===== config.mk =====
export PLATFORM = sky130hd
export DESIGN_NAME = rltc_delay
export DESIGN_NICKNAME = d
export VERILOG_FILES = /design/src/hw/rtl/rgb_luma_tone_curve_unit_assert.svh /design/src/hw/rtl/rltc_pkg.sv /design/src/hw/rtl/rltc_delay.sv
export SDC_FILE = /design/constraint.sdc
export NUM_CORES = 1
export LEC_CHECK = 0
export ABC_AREA = 0
export ABC_CLOCK_PERIOD_IN_PS = 1900
export BUFFER_PORTS_ARGS = -buffer_cell sky130_fd_sc_hd__clkbuf_2
export CAP_MARGIN = 20
export CORE_ASPECT_RATIO = 0.8
export CORE_UTILIZATION = 45
export CTS_BUF_LIST = sky130_fd_sc_hd__clkbuf_16
export DETAILED_ROUTE_END_ITERATION = 10
export PLACE_DENSITY = 0.63
export RECOVER_POWER = 25
export SKIP_LAST_GASP = 1
export SLEW_MARGIN = 20
export SYNTH_ARGS = -nofsm -noshare
export SYNTH_HDL_FRONTEND = slang
export SYNTH_SLANG_ARGS = --single-unit

===== constraint.sdc =====
create_clock -name clk -period 1.9 [get_ports clk]
set_input_delay 0.475 -clock clk [delete_from_list [all_inputs] [get_ports clk]]
set_output_delay 0.475 -clock clk [all_outputs]
set_load 0.005 [all_outputs]

===== src/hw/rtl/rgb_luma_tone_curve_unit_assert.svh =====
// Assertion helpers for the tone curve unit.
`ifndef RGB_LUMA_TONE_CURVE_UNIT_ASSERT_SVH
`define RGB_LUMA_TONE_CURVE_UNIT_ASSERT_SVH
`ifndef SYNTH
`define RLTC_ASSERT(lbl, clk, rst_n, prop) \
  lbl: assert property (@(posedge clk) disable iff (!rst_n) (prop)) \
    else $error("rltc assertion failed");
`define RLTC_ASSERT_NEXT(lbl, clk, rst_n, ante, cons) \
  lbl: assert property (@(posedge clk) disable iff (!rst_n) (ante) |=> (cons)) \
    else $error("rltc assertion failed");
`else
`define RLTC_ASSERT(lbl, clk, rst_n, prop)
`define RLTC_ASSERT_NEXT(lbl, clk, rst_n, ante, cons)
`endif
`endif


===== src/hw/rtl/rltc_pkg.sv =====
package rltc_pkg;

  localparam int FRAC_BITS      = 16;
  localparam int VAL_W          = FRAC_BITS + 1;
  localparam int MAX_POINTS_DEF = 16;
  localparam int NUM_CURVES     = 4;
  localparam int CNT_W          = 5;
  localparam int PIDX_W         = 4;
  localparam int CFG_AW         = 4;
  localparam int CFG_DW         = 32;
  localparam int PROD_W         = 2 * VAL_W;
  localparam int QUO_W          = VAL_W;
  localparam int DIV_LAT        = QUO_W;
  // compare, set-up, multiply, divide, combine
  localparam int CURVE_LAT      = DIV_LAT + 4;

  localparam int WGT_W    = 16;
  localparam int WGT_FRAC = 16;
  localparam int LPROD_W  = VAL_W + WGT_W;
  localparam int LSUM_W   = LPROD_W + 2;

  localparam logic [WGT_W-1:0] W_RED   = 16'd13933;
  localparam logic [WGT_W-1:0] W_GREEN = 16'd46871;
  localparam logic [WGT_W-1:0] W_BLUE  = 16'd4732;

  localparam logic [VAL_W-1:0]  ONE      = {1'b1, {FRAC_BITS{1'b0}}};
  localparam logic [LSUM_W-1:0] LUMA_RND = LSUM_W'(1) << (WGT_FRAC - 1);

  typedef enum logic {
    OP_WRITE = 1'b0,
    OP_MAP   = 1'b1
  } op_t;

  typedef enum logic [1:0] {
    CRV_RED   = 2'd0,
    CRV_GREEN = 2'd1,
    CRV_BLUE  = 2'd2,
    CRV_LUMA  = 2'd3
  } crv_t;

  typedef struct packed {
    op_t               op;
    crv_t              curve_sel;
    logic [PIDX_W-1:0] point_index;
    logic [VAL_W-1:0]  point_x;
    logic [VAL_W-1:0]  point_y;
    logic [VAL_W-1:0]  red_in;
    logic [VAL_W-1:0]  green_in;
    logic [VAL_W-1:0]  blue_in;
  } in_item_t;

  typedef struct packed {
    logic [VAL_W-1:0] red_out;
    logic [VAL_W-1:0] green_out;
    logic [VAL_W-1:0] blue_out;
  } out_item_t;

  typedef struct packed {
    logic              en;
    crv_t              sel;
    logic [PIDX_W-1:0] idx;
    logic [VAL_W-1:0]  x;
    logic [VAL_W-1:0]  y;
  } pt_wr_t;

  function automatic logic [VAL_W-1:0] sat_one(input logic [VAL_W-1:0] v);
    return (v > ONE) ? ONE : v;
  endfunction

endpackage


===== src/hw/rtl/rltc_delay.sv =====
module rltc_delay #(
  parameter int W = rltc_pkg::VAL_W,
  parameter int D = rltc_pkg::CURVE_LAT
) (
  input  logic         clk,
  input  logic         adv,
  input  logic [W-1:0] d,
  output logic [W-1:0] q
);
  logic [W-1:0] sh_r [D];

  always_ff @(posedge clk) begin
    if (adv) begin
      sh_r[0] <= d;
      for (int i = 1; i < D; i++) begin
        sh_r[i] <= sh_r[i-1];
      end
    end
  end

  assign q = sh_r[D-1];

endmodule


; ---- After elaboration in Yosys (flattened, before gate mapping)
; Memories as Yosys holds them, arrays and structs flattened.
; Cells that the tools add are included.
[word_totals]
register_bits = 0
latchBits = 0
ram_bits = 357
rom_bits = 0
inputBits = 19
elab_cells = 3
memories = 1
[op_classes]
n_addsub = 0
n_mul = 0
n_div = 0
magnitude_cmp = 0
n_eq_ne = 0
n_shift = 0
muxes = 2
n_bitwise = 0
reduce_logical = 0
[mem_list]
columns = memory, depth, word_bits, read_ports, rd_ports_with_merged_regs, write_ports, line
row1 = sh_r, 21, 17, 21, 0, 21, rltc_delay.sv:10  ; logic [W-1:0] sh_r [D];
[ops]
columns = op, n
row1 = 1-bit 2-to-1 mux, 2

; ---- Logic depth before layout (Yosys ltp)
; Gate-level depths: netlist of the first run.
[logic_depth]
ltp_word = 2
ltp_mapped = 1
ltp_nobuf = 0

; ---- Least setup slack after synthesis of the first run
; Ideal clock, no wire load.
[synth_timing]
path_type = register to output
start = memory sh_r[2][68] (netlist name)
end = output q[0]
t_arrival_ns = 0.467
required_ns = 1.425
path_slack_ns = 0.958
path_stages_with_launch = 2
path_cell_list = edfxtp_1 -> buf_4
[synth_lines]
columns = element, line
row1 = from (decl), rltc_delay.sv:10
row2 = to (decl), rltc_delay.sv:8  ; output logic [W-1:0] q

==> qor.yml, run 1 <==
floorplanning:
  core_box_area_sq_um: 23500
  initial_util_pct: 46.1
  floorplan.die_area_sq_um: 24700
  io_pins: 36
  die_h_microns: 141
  placement_rows: 50
  fp.dieW_microns: 176
critical_path:
  worst_setup_path_startpoint: "adv"
  worstSetupStartpointType: "input port"
  r2r_slack_ns: 1.26
  cp-end-kind: "flop"
  timing.critical_path.buf_inv: 2
  critPathMaxFanout: 48
  crit_cells: 2
  worst_ep_arrival_time_ns: 1.80
  required_ns: 2.13
  worst_path_dominant_cell_family: "buffers and inverters"
  timing_worst_setup_path_type: "in2reg"
  worst_path_max_delay_cell: "sky130_fd_sc_hd__clkbuf_2"
  timing.rr.start: "sh_r[1][45]"
  reg2regPathDepth: 0
  critical_path.max_stage_delay_ns: 0.91
  critical_path.cell_chain: "clkbuf_2 -> buf_4"
  cp-endpoint: "sh_r[0][55]"
  reg_to_reg_endpoint: "sh_r[1][62]"
power_and_ir_drop:
  power_density_nw_per_um2: 1240
  power_switching_share_pct: 17.6
  total_switching_power_mw: 2.72
  internal-power_mw: 12.7
  maximum_vdd_ir_drop_v: 0.000915
  power.clock.fraction_pct: 38.5
  combinational_fraction_of_design_power_pct: 1.4
  total_leakage_power_nw: 4.24
  sequential_power_share_pct: 60.1
  post-layout-total-power_mw: 15.4
routing:
  postRouteWirelength_microns: 9450
  drt_pre_antenna_iters: 4
  detail-route-antenna-nets: 0
  post_drt_via_cell_ratio: 4.35
  drcViolationCount: 0
  via_count: 3394
  drtIter0Drc: 306
  drt-wirelength-per-cell_microns: 12.1
clock_tree:
  cts_tree: "built"
  post-cts-setup-buffer-count: 0
  clkSinkCount: 357
  clock_tree.htree_level_count: 1
  worst_path_clk_slew_ns: 0.06
  insertion_delay_ns: 0.54
  cts_inserted_buffers: 31
  cts_max_path_buffers: 3
  cts_hold_repair.buffers: 0
  post_cts.resized_instances: 0
  buffer_cell_driving_the_clock_tree_root: "sky130_fd_sc_hd__clkbuf_16"
flow_run:
  timing.max_cap.violations: 0
yosys:
  synth-seq-area-share_pct: 98.8
  synth_cell_types: 2
  synth_top_area_share_pct: 98.8
  mappedNetlistArea_sq_um: 10800
  cell_count_after_synthesis: 374
  synth.area.top_cells: "sky130_fd_sc_hd__edfxtp_1, sky130_fd_sc_hd__buf_4"
  yosysTopAreaCell: "sky130_fd_sc_hd__edfxtp_1"
  yosys_warnings: 0
  syn-num-nets: 393
  mean_post_synth_cell_area_sq_um: 29.0
  synth-seq-cells: 357
finish:
  mostFrequentLayoutCells: "sky130_fd_sc_hd__edfxtp_1, sky130_fd_sc_hd__clkbuf_2, sky130_fd_sc_hd__clkbuf_16"
  antennaDiodeCount: 0
  fillerInstances: 1795
  multi_input_comb_area_sq_um: 0
  layout_commonest_cell: "sky130_fd_sc_hd__edfxtp_1"
  area_growth_synth_to_finish_pct: 14.9
  final_nets: 463
  final_util_pct: 53.0
  final-seq-area_sq_um: 10700
  layout.comb_gates.multi_input: 0
  non_filler_cells_in_the_finished_layout: 780
  largestRegisters: "sh_r x357"
  top_register: "sh_r"
  post-route-cell-area_sq_um: 12500
  flip_flop_count_of_the_largest_register_after_layout: 357
  post_route_cells_drive_above_1_share_pct: 19.9
timing:
  setup_violations: 0
  maxSlewHeadroom_pct: 14.4
  slew_viol_final: 0
  finalHoldViolations: 0
  setup_slack_ns: 0.334
  worst_clk_skew_ns: 0.0150
  rsz0062_at_grt: "no"
  totalNegativeSetupSlack_ns: 0
  period_needed_ns: 1.57
  hold_ws_ns: 0.105
  fmax_mhz: 639
  layout_worst_path_cycle_share_pct: 82.4
  slew_at_the_pin_closest_to_its_max_slew_limit_ns: 1.28
placement:
  post_place_setup_slack_ns: 0.449
  gp_congestion: 0.604
  hpwl_detailed_microns: 4720
  io_buffer_count: 35
  placed_cells_incl_taps: 723
  instance_area_at_placement_sq_um: 11500
global_route:
  maximum_number_of_pins_on_one_net_before_global_route_repair: 49
  grt_overflow_total: 0
  via_count_of_the_first_global_routing_pass: 3473
  grt_pass1_wl_microns: 16200
  antenna_found_initial: 0
  groute.usage.overall_pct: 8.13
hold_path:
  worst_hold_path_type: "in2reg"
outcome:
  run_status: "complete, no violations"
[area by class of cell]
cell class	count	share of cell area, %
sequential	357	86.0
clock buffer	31	6.22
tap	312	3.13
timing repair buffer	54	2.95
clock inverter	26	1.71
[kinds of logic after synthesis]
group / share of synthesized area [%]
buffers and inverters: 1.18
flip-flops: 98.8
[power by group through the flow]
stage	combinational (mW)	clock [mW]	sequential (mW)
final	0.217	5.95	9.28
after global routing	0.244	6.49	9.32
after CTS	0.227	6.17	9.28
after detailed placement	0.227	0	9.45
after global placement	0.217	0	9.41
after floorplan	0.0285	0	9.41
[layer usage]
layer,global-route usage [%],share of wire (%),vias up
li1,-,-,1654
met1,10.0,44,1641
met2,13.2,48,72
met3,2.70,5.2,27
met4,3.57,3.3,0
met5,0,0,-
[synth_stat cells]
library cell	number
sky130_fd_sc_hd__edfxtp_1	357
sky130_fd_sc_hd__buf_4	17
[how the worst min path moves through the flow]
stage	from	depth (start not counted)	to
final	d[12]	1	sh_r[0][12]
after global routing	d[6]	1	sh_r[0][6]
after CTS	d[12]	1	sh_r[0][12]
after detailed placement	sh_r[0][83]	0	sh_r[0][100]
after global placement	sh_r[0][119]	0	sh_r[1][0]
after floorplan	sh_r[0][83]	0	sh_r[0][100]
Power figures use the tool's default switching activity.
==> run 2, diff against run 1 <==
--- a/config.mk
+++ b/config.mk
@@ -5,8 +5,8 @@
 export SDC_FILE = /design/constraint.sdc
 export NUM_CORES = 1
 export LEC_CHECK = 0
-export ABC_AREA = 0
-export ABC_CLOCK_PERIOD_IN_PS = 1900
+export ABC_AREA = 1
+export ABC_CLOCK_PERIOD_IN_PS = 1500
 export BUFFER_PORTS_ARGS = -buffer_cell sky130_fd_sc_hd__clkbuf_2
 export CAP_MARGIN = 20
 export CORE_ASPECT_RATIO = 0.8
==> constraint.sdc (replaced) <==
create_clock -name clk -period 1.5 [get_ports clk]
set_input_delay 0.375 -clock clk [delete_from_list [all_inputs] [get_ports clk]]
set_output_delay 0.375 -clock clk [all_outputs]
set_load 0.005 [all_outputs]
==> qor.yml, run 2 (synthesized netlist as in run 1, its figures left out) <==
timing:
  totalNegativeSetupSlack_ns: 0
  worst_clk_skew_ns: 0.0102
  slew_at_the_pin_closest_to_its_max_slew_limit_ns: 1.00
  slew_viol_final: 0
  setup_violations: 0
  period_needed_ns: 1.38
  hold_ws_ns: 0.416
  finalHoldViolations: 0
  rsz0062_at_grt: "no"
  maxSlewHeadroom_pct: 33.1
  layout_worst_path_cycle_share_pct: 92.0
  fmax_mhz: 724
finish:
  top_register: "sh_r"
  multi_input_comb_area_sq_um: 0
  flip_flop_count_of_the_largest_register_after_layout: 357
  post-route-cell-area_sq_um: 12700
  antennaDiodeCount: 0
  final_nets: 482
  layout.comb_gates.multi_input: 0
  mostFrequentLayoutCells: "sky130_fd_sc_hd__edfxtp_1, sky130_fd_sc_hd__clkbuf_2, sky130_fd_sc_hd__clkbuf_16"
  layout_commonest_cell: "sky130_fd_sc_hd__edfxtp_1"
  largestRegisters: "sh_r x357"
  post_route_cells_drive_above_1_share_pct: 20.9
  area_growth_synth_to_finish_pct: 16.8
hold_path:
  worstHoldPathCells: 0
  worst_hold_path_type: "reg2reg"
clock_tree:
  buffer_cell_driving_the_clock_tree_root: "sky130_fd_sc_hd__clkbuf_16"
  clkSinkCount: 357
  worst_path_clk_slew_ns: 0.06
  cts_inserted_buffers: 31
  cts_max_path_buffers: 3
  insertion_delay_ns: 0.53
  clock_tree.htree_level_count: 1
  cts_tree: "built"
routing:
  drtIter0Drc: 225
  route.met3.wl_microns: 476
  post_drt_via_cell_ratio: 4.31
  postRouteWirelength_microns: 9820
  drt-wirelength-per-cell_microns: 12.3
  top_layer_used: "met4"
  met2_wirelength_microns: 4620
  via_count: 3440
  drcViolationCount: 0
  detail-route-antenna-nets: 0
  drt_pre_antenna_iters: 4
  metal1_wirelength_microns: 4460
critical_path:
  critical_path.max_stage_delay_ns: 0.36
  worst_path_max_delay_cell: "sky130_fd_sc_hd__edfxtp_1"
  worst_ep_arrival_time_ns: 1.01
  worstSetupStartpointType: "flop"
  timing_worst_setup_path_type: "reg2out"
  required_ns: 1.12
  crit_cells: 1
  reg2regPathDepth: 0
  cp-end-kind: "primary output"
  critPathMaxFanout: 1
  timing.critical_path.buf_inv: 1
  critical_path.cell_chain: "clkbuf_2"
  worst_path_dominant_cell_family: "flip-flops"
global_route:
  antenna_found_initial: 0
  via_count_of_the_first_global_routing_pass: 3551
  groute.usage.overall_pct: 8.28
  maximum_number_of_pins_on_one_net_before_global_route_repair: 44
  grt_overflow_total: 0
  grt_pass1_wl_microns: 16500
power_and_ir_drop:
  total_leakage_power_nw: 4.32
  power_density_nw_per_um2: 1560
  maximum_vdd_ir_drop_v: 0.00124
floorplanning:
  io_pins: 36
  floorplan.die_area_sq_um: 24700
  fp.dieW_microns: 176
  initial_util_pct: 46.1
  die_h_microns: 141
  core_box_area_sq_um: 23500
  placement_rows: 50
placement:
  instance_area_at_placement_sq_um: 11500
  io_buffer_count: 35
  gp_congestion: 0.604
  hpwl_detailed_microns: 4910
flow_run:
  timing.max_cap.violations: 0
outcome:
  run_status: "complete, no violations"
run 2: cell types whose count changed in the layout (fill, tap and decap cells not counted), sizes merged:
| cell | previous run | this run |
|---|---|---|
| buf | 19 | 21 |
| clkinv | 15 | 16 |
| inv | 5 | 2 |
| clkinvlp | 2 | 4 |
| dlygate4sd3 | 0 | 17 |
run 2: path summary, 6_finish.rpt:
path	from	end	slack, ns
setup / recovery	sh_r[2][82]	q[14]	0.12
hold / removal	sh_r[2][36]	sh_r[2][53]	0.42
setup reg to reg	sh_r[0][3]	sh_r[0][20]	0.84
hold reg to reg	sh_r[2][36]	sh_r[2][53]	0.42
run 2: report_power, final:
part	internal (mW)	switching [mW]	leakage [nW]	total [mW]
Sequential	11.6	0.124	3.49	11.8
Clock	4.44	3.19	0.491	7.63
Combinational	0.110	0.206	0.336	0.316
Total	16.2	3.52	4.32	19.7
run 2: area by class of cell:
cell class              count  area, sq um
fillers                  1786        10900
flip-flops and latches    357        10700
clock buffers              31          776
repair buffers             73          553
well taps                 312          390
clock inverters            26          226
run 2: through the flow:
step	power, mW	util, %	worst slack, ns	std cells
2_1_floorplan	12.0	-	0.658	374
3_3_place_gp	12.2	48.9	0.255	725
3_5_place_dp	12.3	48.9	0.226	725
4_1_cts	20.0	53.9	0.0820	799
5_1_grt	20.4	53.8	0.0615	799
6_report	19.7	53.8	0.120	799
run 2: routing by layer:
| layer | up-vias | global-route usage, % |
|---|---|---|
| met5 | - | 0 |
| met4 | 0 | 3.52 |
| met3 | 24 | 2.59 |
| met2 | 66 | 13.4 |
| met1 | 1662 | 10.3 |
| li1 | 1688 | - |
run 2: repair_timing:
item,4_1_cts,5_1_grt
endpoints found under the hold margin,17,0
gates resized for setup,0,0
buffers inserted,0,0
hold buffers,17,0
