**src/hw/rtl/rgb_luma_tone_curve_unit_assert.svh**
```systemverilog
// Assertion helpers for the tone curve unit.
`ifndef RGB_LUMA_TONE_CURVE_UNIT_ASSERT_SVH
`define RGB_LUMA_TONE_CURVE_UNIT_ASSERT_SVH
`ifndef SYNTH
`define RLTC_ASSERT(lbl, clk, rst_n, prop) \
  lbl: assert property (@(posedge clk) disable iff (!rst_n) (prop)) \
    else $error("rltc assertion failed");
`define RLTC_ASSERT_NEXT(lbl, clk, rst_n, ante, cons) \
  lbl: assert property (@(posedge clk) disable iff (!rst_n) (ante) |=> (cons)) \
    else $error("rltc assertion failed");
`else
`define RLTC_ASSERT(lbl, clk, rst_n, prop)
`define RLTC_ASSERT_NEXT(lbl, clk, rst_n, ante, cons)
`endif
`endif

```
**src/hw/rtl/rltc_pkg.sv**
```systemverilog
package rltc_pkg;

  localparam int FRAC_BITS      = 16;
  localparam int VAL_W          = FRAC_BITS + 1;
  localparam int MAX_POINTS_DEF = 16;
  localparam int NUM_CURVES     = 4;
  localparam int CNT_W          = 5;
  localparam int PIDX_W         = 4;
  localparam int CFG_AW         = 4;
  localparam int CFG_DW         = 32;
  localparam int PROD_W         = 2 * VAL_W;
  localparam int QUO_W          = VAL_W;
  localparam int DIV_LAT        = QUO_W;
  // compare, set-up, multiply, divide, combine
  localparam int CURVE_LAT      = DIV_LAT + 4;

  localparam int WGT_W    = 16;
  localparam int WGT_FRAC = 16;
  localparam int LPROD_W  = VAL_W + WGT_W;
  localparam int LSUM_W   = LPROD_W + 2;

  localparam logic [WGT_W-1:0] W_RED   = 16'd13933;
  localparam logic [WGT_W-1:0] W_GREEN = 16'd46871;
  localparam logic [WGT_W-1:0] W_BLUE  = 16'd4732;

  localparam logic [VAL_W-1:0]  ONE      = {1'b1, {FRAC_BITS{1'b0}}};
  localparam logic [LSUM_W-1:0] LUMA_RND = LSUM_W'(1) << (WGT_FRAC - 1);

  typedef enum logic {
    OP_WRITE = 1'b0,
    OP_MAP   = 1'b1
  } op_t;

  typedef enum logic [1:0] {
    CRV_RED   = 2'd0,
    CRV_GREEN = 2'd1,
    CRV_BLUE  = 2'd2,
    CRV_LUMA  = 2'd3
  } crv_t;

  typedef struct packed {
    op_t               op;
    crv_t              curve_sel;
    logic [PIDX_W-1:0] point_index;
    logic [VAL_W-1:0]  point_x;
    logic [VAL_W-1:0]  point_y;
    logic [VAL_W-1:0]  red_in;
    logic [VAL_W-1:0]  green_in;
    logic [VAL_W-1:0]  blue_in;
  } in_item_t;

  typedef struct packed {
    logic [VAL_W-1:0] red_out;
    logic [VAL_W-1:0] green_out;
    logic [VAL_W-1:0] blue_out;
  } out_item_t;

  typedef struct packed {
    logic              en;
    crv_t              sel;
    logic [PIDX_W-1:0] idx;
    logic [VAL_W-1:0]  x;
    logic [VAL_W-1:0]  y;
  } pt_wr_t;

  function automatic logic [VAL_W-1:0] sat_one(input logic [VAL_W-1:0] v);
    return (v > ONE) ? ONE : v;
  endfunction

endpackage

```
**src/hw/rtl/rltc_div.sv**
```systemverilog
module rltc_div #(
  parameter int DW = rltc_pkg::VAL_W,
  parameter int QW = rltc_pkg::QUO_W,
  parameter int TW = rltc_pkg::VAL_W
) (
  input  logic            clk,
  input  logic            rst_n,
  input  logic            adv,
  input  logic            in_v,
  input  logic [DW+QW-1:0] num,
  input  logic [DW-1:0]   den,
  input  logic [TW-1:0]   tag,
  output logic            out_v,
  output logic [QW-1:0]   quo,
  output logic [TW-1:0]   out_tag,
  output logic            busy
);
  // Restoring division, one quotient bit per stage. The upper DW bits of num
  // must be below den.
  logic            v_r   [QW];
  logic [DW-1:0]   rem_r [QW];
  logic [QW-1:0]   lq_r  [QW];
  logic [DW-1:0]   den_r [QW];
  logic [TW-1:0]   tag_r [QW];

  for (genvar k = 0; k < QW; k++) begin : g_stage
    logic          v_i;
    logic [DW-1:0] rem_i;
    logic [QW-1:0] lq_i;
    logic [DW-1:0] den_i;
    logic [TW-1:0] tag_i;
    logic [DW:0]   t;
    logic [DW:0]   diff;
    logic          ge;

    if (k == 0) begin : g_first
      assign v_i   = in_v;
      assign rem_i = num[DW+QW-1:QW];
      assign lq_i  = num[QW-1:0];
      assign den_i = den;
      assign tag_i = tag;
    end else begin : g_next
      assign v_i   = v_r[k-1];
      assign rem_i = rem_r[k-1];
      assign lq_i  = lq_r[k-1];
      assign den_i = den_r[k-1];
      assign tag_i = tag_r[k-1];
    end

    assign t    = {rem_i, lq_i[QW-1]};
    assign diff = t - {1'b0, den_i};
    assign ge   = (t >= {1'b0, den_i});

    always_ff @(posedge clk) begin
      if (!rst_n) begin
        v_r[k] <= 1'b0;
      end else if (adv) begin
        v_r[k] <= v_i;
      end
    end

    always_ff @(posedge clk) begin
      if (adv) begin
        rem_r[k] <= ge ? diff[DW-1:0] : t[DW-1:0];
        lq_r[k]  <= {lq_i[QW-2:0], ge};
        den_r[k] <= den_i;
        tag_r[k] <= tag_i;
      end
    end
  end

  always_comb begin
    busy = 1'b0;
    for (int i = 0; i < QW; i++) begin
      busy = busy | v_r[i];
    end
  end

  assign out_v   = v_r[QW-1];
  assign quo     = lq_r[QW-1];
  assign out_tag = tag_r[QW-1];

endmodule

```
**config.mk**
```make
export PLATFORM = sky130hd
export DESIGN_NAME = rltc_div
export DESIGN_NICKNAME = d
export VERILOG_FILES = /design/src/hw/rtl/rgb_luma_tone_curve_unit_assert.svh /design/src/hw/rtl/rltc_pkg.sv /design/src/hw/rtl/rltc_div.sv
export SDC_FILE = /design/constraint.sdc
export NUM_CORES = 1
export LEC_CHECK = 0
export BUFFER_PORTS_ARGS = -buffer_cell sky130_fd_sc_hd__buf_2
export CORE_AREA = 2 2 326 328
export DETAILED_ROUTE_END_ITERATION = 7
export DIE_AREA = 0 0 328 330
export MAX_ROUTING_LAYER = met4
export PLACE_DENSITY_LB_ADDON = 0.2
export SKIP_CTS_REPAIR_TIMING = 1
export SLEW_MARGIN = 0
export SYNTH_ARGS = -nofsm -noshare
export SYNTH_HDL_FRONTEND = slang
export SYNTH_SLANG_ARGS = --single-unit
```
**constraint.sdc**
```tcl
create_clock -name clk -period 3.6 [get_ports clk]
set_input_delay 0 -clock clk [delete_from_list [all_inputs] [get_ports clk]]
set_output_delay 0 -clock clk [all_outputs]
set_load 0.01 [all_outputs]
```
# --- After elaboration in Yosys (flattened, before gate mapping) ---
# Memories as Yosys holds them, arrays and structs flattened.
# Cells that the tools add are included.
word_totals:
  regBits: 0
  latchBits: 0
  ramBits: 1173
  mem_bits_ro: 0
  in_bits: 72
  output_inout_bits: 36
  word_cells: 111
  n_memories: 5
op_classes:
  addsub: 17
  mul: 0
  n_div: 0
  order_cmp: 17
  eq_ne: 0
  shifts: 0
  mux: 39
  n_bitwise: 33
  reduce_logical: 0
mem_list:
  columns: ["memory", "depth", "width", "read_ports", "rd_ports_with_merged_regs", "wr", "line_no", "source"]
  rows:
  - ["den_r", 17, 17, 16, 0, 17, "rltc_div.sv:23", "logic [DW-1:0] den_r [QW];"]
  - ["lq_r", 17, 17, 17, 0, 17, "rltc_div.sv:22", "logic [QW-1:0] lq_r [QW];"]
  - ["rem_r", 17, 17, 16, 0, 17, "rltc_div.sv:21", "logic [DW-1:0] rem_r [QW];"]
  - ["tag_r", 17, 17, 17, 0, 17, "rltc_div.sv:24", "logic [TW-1:0] tag_r [QW];"]
  - ["v_r", 17, 1, 17, 0, 17, "rltc_div.sv:20", "logic v_r [QW];"]
ops:
  columns: ["cell", "count"]
  rows:
  - ["$ge 18x17->1", 17]
  - ["$mux 17", 17]
  - ["$sub 17x17->17", 17]
  - ["$or 1x1->1", 33]
  - ["$mux 1", 22]

# --- Logic depth before layout (Yosys ltp) ---
# Gate-level depths: netlist (run 1).
depth:
  word_depth: 16
  depth_mapped: 12
  mapped_depth_nobuf: 10

# --- Worst setup path before layout (run 1) ---
# Ideal clock, no wire load.
synth_timing:
  path_type: "reg-to-reg"
  start: "memory lq_r[7][16] (netlist name)"
  end: "memory rem_r[0][146] (netlist name) (data pin)"
  setup_ns: 0.260
  t_arrival_ns: 2.595
  t_required_ns: 3.340
  path_slack_ns: 0.745
  stages_incl_launch_ff: 12
  path_buffers: 1
  synth_period_minus_slack_ns: 2.855
  path_cell_list: "edfxtp_1 -> inv_1 -> ha_1 -> fa_1 -> nor2b_4 -> o31ai_2 -> a21oi_2 -> a2111oi_4 -> a31oi_1 -> nor3_4 -> buf_6 -> mux2_4"
synth_rtl:
  columns: ["item", "line_no"]
  rows:
  - ["start, declared", "rltc_div.sv:22"]
  - ["end, declared", "rltc_div.sv:21"]

==> results of run 1 <==
==> layout by cell type (no fill, tap or decap), drive strengths merged, types with 17 or more instances in the layout <==
master	synthesis	routed
a21boi	18	18
dlygate4sd3	0	107
xor2	82	82
a21oi	263	263
clkinv	0	56
buf	18	145
edfxtp	1138	1138
a21o	76	76
inv	367	370
o21bai	17	17
and3	46	46
o21a	46	46
a211oi	26	26
nand2	218	218
o31ai	29	29
ha	289	289
mux2	127	127
nand4	43	43
nand3	46	46
o21ai	216	216
nand2b	40	40
mux2i	17	17
clkbuf	44	149
xnor2	91	91
nor4	17	17
nor2	170	170
nor2b	58	58
nor3	46	46
==> routing by layer <==
layer / wire length, um / vias up
met2: 41800 / 622
met3: 4220 / 152
met5: 0 / -
li1: - / 14800
met4: 2090 / 0
met1: 45200 / 14300
==> power by group through the flow <==
stage	Clock (uW)	Combinational, uW	Sequential, uW
3_5_place_dp	0	16200	19700
2_1_floorplan	0	12800	19000
5_1_grt	13200	18600	19600
6_report	12300	16500	19400
4_1_cts	12700	16300	19400
3_3_place_gp	0	15900	19700
==> cell families (layout without fill, tap and decap cells) <==
kind of cell	after synthesis	count (layout)
flip-flops	1139	1139
AO/OA/AOI/OAI	830	830
AND/OR/NAND/NOR	761	761
buffers and inverters	429	846
adder cells (fa/ha/maj)	305	305
XOR/XNOR	173	173
multiplexers	144	144
==> state kept, by name, indices dropped and copies added (netlist names) <==
| name | count |
|---|---|
| v_r | 17 |
| den_r | 272 |
| tag_r | 289 |
| lq_r | 289 |
| rem_r | 272 |
==> area by class of cell <==
class | instances | area (sq um)
Fill cell | 8419 | 45200
Sequential cell | 1139 | 34200
Multi-Input combinational cell | 2213 | 16100
Clock buffer | 149 | 3130
Timing Repair Buffer | 252 | 2060
Tap cell | 1391 | 1740
Inverter | 367 | 1380
Clock inverter | 78 | 842
==> per-stage QoR <==
step           hold WS, ns  power [uW]  std cells  utilization [%]  setup WS [ns]
2_1_floorplan       0.0989       31900       3781                -          0.745
3_3_place_gp         0.176       35600       5255             52.0          0.261
3_5_place_dp         0.178       35900       5255             52.0          0.161
4_1_cts             -0.621       48400       5482             55.8          0.161
5_1_grt           -0.00150       51400       5589             56.8         0.0676
6_report           0.00138       48100       5589             56.8          0.327
==> worst paths after layout <==
kind,end,slack [ns],from,cells after the start
worst max-delay path,rem_r[0][226]$_DFFE_PP_,0.33,den_r[0][204]$_DFFE_PP_,9
worst min-delay path,rem_r[0][16]$_DFFE_PP_,0.001,num[33],4
worst max register to register,rem_r[0][226]$_DFFE_PP_,0.33,den_r[0][204]$_DFFE_PP_,9
worst min register to register,lq_r[5][12]$_DFFE_PP_,0.40,lq_r[4][11]$_DFFE_PP_,0
==> worst min-delay path, cell delays in order <==
cell and delay [ns]:
sky130_fd_sc_hd__buf_2 0.12, sky130_fd_sc_hd__nor2_1 0.14, sky130_fd_sc_hd__nor4_1 0.08, sky130_fd_sc_hd__nor3_1 0.20
==> results.md, run 1 <==
- Outcome: complete, no violations
- H-tree levels: 3
- Startpoint type of the worst setup path: flop
- Final non-filler cell area: 59,500 sq um
- Sequential group share of total power: 40.3%
- Overflow after GRT: 0
- Clock input transition at the sequential cells of the worst setup and hold paths: 0.06 ns
- Cts bufs inserted: 121
- Highest ir drop seen on vdd: 0.498 mV
- Arrival time of the worst setup path: 3.73 ns
- Total GRT Usage: 17.7%
- FF+latch count, synth: 1,139
- Switch Pwr: 15,500 uW
- Antenna diode count: 0
- Highest fanout seen on the critical path: 14
- Ranking of synthesized cells by area: sky130_fd_sc_hd__edfxtp_1 (66%), sky130_fd_sc_hd__ha_1 (7.0%), sky130_fd_sc_hd__inv_1 (2.7%)
- Largest delay share family, worst path: compound AO/OA/AOI/OAI gates
- Dpl cell area: 54,400 sq um
- Maximum Capacitance Violations: 0
- Dominant combinational cell family by area after synthesis: compound AO/OA/AOI/OAI gates
- Max-slew headroom: 43.7%
- Number of global-route vias before repair: 28.8k
- Most frequent cell on the critical path: sky130_fd_sc_hd__a21oi_1
- Post-route minimum period: 3.27 ns
- DIE HEIGHT: 330 um
- Most area-hungry cell type in the Yosys netlist: sky130_fd_sc_hd__edfxtp_1
- Share of Yosys cell area claimed by the top area cell type: 65.8%
- Type of the worst setup path: flop to flop
- Met3 Track Usage GR: 2.65%
- Endpoints failing setup: 0
- Power per cell area: 809 nW/um^2
- Crit-path cells: ha_1 > fa_1 > nor2b_1 > o31ai_1 > a21oi_1 > a21oi_1 > a21oi_2 > buf_4 > mux2_2
- Number of vias per cell after detailed routing: 5.35
- Wire per inst: 16.7 um
- Synthesized area divided by synthesized cell count: 13.7 sq um
- Detailed router's first-iteration violation count: 2,373
- Row Count: 119
- Total count of max-transition violations in the final report: 0
- Path class of the lowest-slack min-delay path: input port to flop
- Ys async rst share: 0%
- Number of sinks driven by the clock tree: 1,139
- Mux share of post-synthesis cell area: 3.12%
- Met1 usage in global routing: 25.2%
- Compound-cell area share of the yosys netlist: 10.1%
- Core region area: 105,000 sq um
- CTS Buffer Depth: 3
- Peak per-stage delay on the critical path: 0.43 ns
- Width of the die: 328 um
- Post-route setup TNS: 0 ns
- TritonCTS clock tree: done
- Critical Path RT: 4.05 ns
- Net switching fraction of the power: 32.2%
- Residual DRC: 0
- Synth cell count leaders: sky130_fd_sc_hd__edfxtp_1 (1,138), sky130_fd_sc_hd__inv_1 (367), sky130_fd_sc_hd__ha_1 (289)
- Share of total power in combinational logic: 34.3%
- Layout Skew: 0.0367 ns
- Number of enable flip-flop cells after synthesis: 1,138
- Share of synthesized cell area in and, or, nand and nor gates: 7.26%
- Total number of vias: 29.9k
- GPL Wtd Cong: 0.900
- Critical Path End Type: flop
- Global-route wire length before repair: 150,000 um
- Number of nets in the final layout: 4,471
- Setup repair after global routing missed its margin: false
- Clock group share of total power: 25.4%
- Number of port buffers: 107
- Die ar.: 108,000 sq um
- Final Cycle Share: 90.9%
- HPWL after detailed placement: 63,800 um
- Most heavily used metal layer in global routing: met2
- Cell internal pwr: 32,700 uW
- Nets in the synthesized netlist: 4,158
- XOR/XNOR Fraction of Synth Area: 2.92%
- Root Driver: sky130_fd_sc_hd__clkbuf_16
- Crit path buffers/inverters: 1
- Top-level I/O count: 108
- Pre-Repair DR Iteration Count: 5
- Starting utilization of the core area: 49.6%
- Worst skew pair latency: 0.72 ns
- Seq/Total Area, Yosys: 65.8%
- Post-synthesis to final-layout area growth: 14.5%
- Routed wire length: 93,300 um
- Count leader, synth: sky130_fd_sc_hd__edfxtp_1
- Cell at the slowest stage of the critical path: sky130_fd_sc_hd__a21oi_2
- Hold violation total from the final report: 0
- Highest clock rate: 305 MHz
- Most used DFF post-synth: sky130_fd_sc_hd__edfxtp_1
- Synthesized netlist cell count: 3,781
- Number of nets still failing antenna checks after routing: 0
- Number of distinct standard cells referenced by the synthesized netlist: 81
- Cell area after synthesis: 51,900 sq um
- Share of synthesized cell area in full adder, half adder and majority cells: 7.58%
- Pin count of the biggest net entering global routing: 125
- Antenna violations before repair: 0
- Layout cells sized above 1: 11.6%
- Static leakage: 0.0231 uW
- Yosys warnings: 0
- Met2 usage: 26.2%
- Slew of the pin with the lowest slew margin: 0.845 ns
No activity file was read; power rests on OpenSTA's default activity.
==> inputs of run 2 (changes only) <==
- HOLD_SLACK_MARGIN: default -> 0.03
- REMOVE_ABC_BUFFERS: default -> 1
==> run 2 against run 1 <==
Net effect:
- power decreased by 0.77%
- via count shrank 0.76%
- wire length down 0.59%
- die area unchanged
- hold slack better by 0.033 ns
- sequential power about the same
- count of clock-buffer cells in the layout rose by 1
- combinational power hardly changed
- final area about the same
==> results.md, run 2 (synthesis results as in run 1) <==
- Dpl cell area: 54,500 sq um (about the same)
- Cts bufs inserted: 119 (-1.7%)
- Registers with the most flip-flops: lq_r: 289 flops, tag_r: 289 flops
- Total GRT Usage: 17.6% (-0.025 points)
- Final core utilization: 56.9% (about the same)
- Top-level I/O count: 108 (unchanged)
- TritonCTS clock tree: done
- Number of placed cells counting well taps: 5,263 (+0.15%)
- Final non-filler cell area: 59,500 sq um (about the same)
- Number of sinks driven by the clock tree: 1,139 (unchanged)
- Layout Skew: 0.0502 ns (+0.0136 ns)
- Type of the worst setup path: input port to flop
- Routed wire length: 92,800 um (-0.59%)
- Global-route wire length before repair: 149,000 um (-0.55%)
- CTS Buffer Depth: 3 (unchanged)
- Critical Path End Type: flop
- Final Cycle Share: 88.1% (-2.9 points)
- Arrival time of the worst setup path: 3.62 ns (-0.11 ns)
- Total count of max-transition violations in the final report: 0 (unchanged)
- Highest fanout seen on the critical path: 6 (-8)
- Endpoints failing setup: 0 (unchanged)
- Die ar.: 108,000 sq um (unchanged)
- Starting utilization of the core area: 49.6% (unchanged)
- Outcome: complete, no violations
- Leading cell type in the layout, fill and taps excluded: sky130_fd_sc_hd__edfxtp_1
- Highest ir drop seen on vdd: 0.517 mV (+3.9%)
- Number of global-route vias before repair: 29.0k (+0.76%)
- Detailed router's first-iteration violation count: 1,916 (-19%)
- Path class of the lowest-slack min-delay path: input port to flop
- Setup repair after global routing missed its margin: false
- Static leakage: 0.0231 uW (about the same)
- Antenna violations before repair: 1 (+1)
- Critical Path RT: 4.05 ns (about the same)
- Total number of vias: 29.7k (-0.76%)
- Wire per inst: 16.6 um (-0.85%)
- GPL Wtd Cong: 0.883 (-1.9%)
- Number of nets still failing antenna checks after routing: 0 (unchanged)
- Pre-Repair DR Iteration Count: 5 (unchanged)
- H-tree levels: 3 (unchanged)
- Number of nets in the final layout: 4,488 (+0.38%)
- Row Count: 119 (unchanged)
- Root Driver: sky130_fd_sc_hd__clkbuf_16
- Slew of the pin with the lowest slew margin: 0.947 ns (+0.101 ns)
- Max-slew headroom: 36.9% (-6.8 points)
- Pin count of the biggest net entering global routing: 163 (+30%)
- Overflow after GRT: 0 (unchanged)
- Design Power: 47,800 uW (-0.77%)
- Width of the die: 328 um (unchanged)
- Maximum Capacitance Violations: 0 (unchanged)
- Core region area: 105,000 sq um (unchanged)
- Residual DRC: 0 (unchanged)
- Number of vias per cell after detailed routing: 5.30 (-1.0%)
- Startpoint type of the worst setup path: input port
- Layout cells sized above 1: 11.5% (-0.062 points)
- DIE HEIGHT: 330 um (unchanged)
- Hold violation total from the final report: 0 (unchanged)
- Number of port buffers: 107 (unchanged)
- Worst skew pair latency: 0.73 ns (about the same)
- Post-route minimum period: 3.17 ns (-0.103 ns)
- Most frequent cells in the layout: sky130_fd_sc_hd__edfxtp_1 (1,138), sky130_fd_sc_hd__inv_1 (367), sky130_fd_sc_hd__ha_1 (289)
- Highest clock rate: 315 MHz (+3.3%)
- Power per cell area: 803 nW/um^2 (-0.79%)
- Clock input transition at the sequential cells of the worst setup and hold paths: 0.06 ns (about the same)
- HPWL after detailed placement: 64,600 um (+1.4%)
- Final cell count without fillers: 5,604 (+0.27%)
- Post-synthesis to final-layout area growth: 14.6% (about the same)
==> run 2: cell count changes in the layout (fill, tap and decap cells not counted), moves of 2 or more <==
| cell | change |
|---|---|
| sky130_fd_sc_hd__clkbuf_1 | +3 |
| sky130_fd_sc_hd__clkinv_1 | +2 |
| sky130_fd_sc_hd__clkinv_4 | -2 |
| sky130_fd_sc_hd__bufinv_16 | -3 |
| sky130_fd_sc_hd__clkinv_2 | -2 |
| sky130_fd_sc_hd__buf_4 | +9 |
| sky130_fd_sc_hd__clkbuf_16 | -2 |
| sky130_fd_sc_hd__inv_6 | -2 |
| sky130_fd_sc_hd__dlygate4sd3_1 | +11 |
==> run 2: power breakdown <==
group	switching [uW]	internal [uW]	total [uW]
registers	1290	18100	19400
logic	9020	7550	16600
clock network	5060	6770	11800
==> run 2: metal layers <==
metal / vias to the layer above / wire [um] / global-route usage [%]
li1: 14800 / - / -
met1: 14200 / 40100 / 21.7
met2: 514 / 46400 / 29.7
met3: 191 / 3300 / 2.45
met4: 0 / 2970 / 6.71
met5: - / 0 / -
==> run 2: stage by stage <==
step | setup TNS, ns | worst slack [ns] | hold slack, ns
finish | 0 | 0.430 | 0.0346
global placement | 0 | 0.528 | 0.177
global route | 0 | 0.173 | 0.0283
CTS | 0 | 0.454 | -0.627
detailed placement | 0 | 0.481 | 0.178
floorplan | -0.430 | -0.249 | 0.0989
==> run 2: final timing paths <==
path / start / endpoint / slack, ns / cells after the start
worst max-delay path: num[16] / rem_r[0][16]$_DFFE_PP_ / 0.43 / 13
worst min-delay path: num[2] / lq_r[0][3]$_DFFE_PP_ / 0.03 / 2
worst max register to register: lq_r[12][16]$_DFFE_PP_ / rem_r[0][237]$_DFFE_PP_ / 0.44 / 10
worst min register to register: lq_r[9][13]$_DFFE_PP_ / lq_r[10][14]$_DFFE_PP_ / 0.39 / 0
==> run 2: area by class of cell <==
cell class	count	area (sq um)
Antenna cell	1	2.50
Clock buffer	150	3090
Clock inverter	72	734
Fill cell	8400	45200
Inverter	367	1380
Multi-Input combinational cell	2213	16100
Sequential cell	1139	34200
Tap cell	1391	1740
Timing Repair Buffer	271	2220
==> run 2: worst max-delay path, cell delays in order <==
cell and delay, ns:
sky130_fd_sc_hd__dlygate4sd3_1 0.55, sky130_fd_sc_hd__buf_2 0.14, sky130_fd_sc_hd__inv_1 0.05, sky130_fd_sc_hd__ha_1 0.19
sky130_fd_sc_hd__fa_1 0.22, sky130_fd_sc_hd__nor2b_1 0.07, sky130_fd_sc_hd__o31ai_1 0.34, sky130_fd_sc_hd__a21oi_1 0.22
sky130_fd_sc_hd__a21oi_1 0.57, sky130_fd_sc_hd__a21oi_1 0.16, sky130_fd_sc_hd__a2111oi_0 0.46, sky130_fd_sc_hd__dlygate4sd3_1 0.61
sky130_fd_sc_hd__nor3_1 0.04
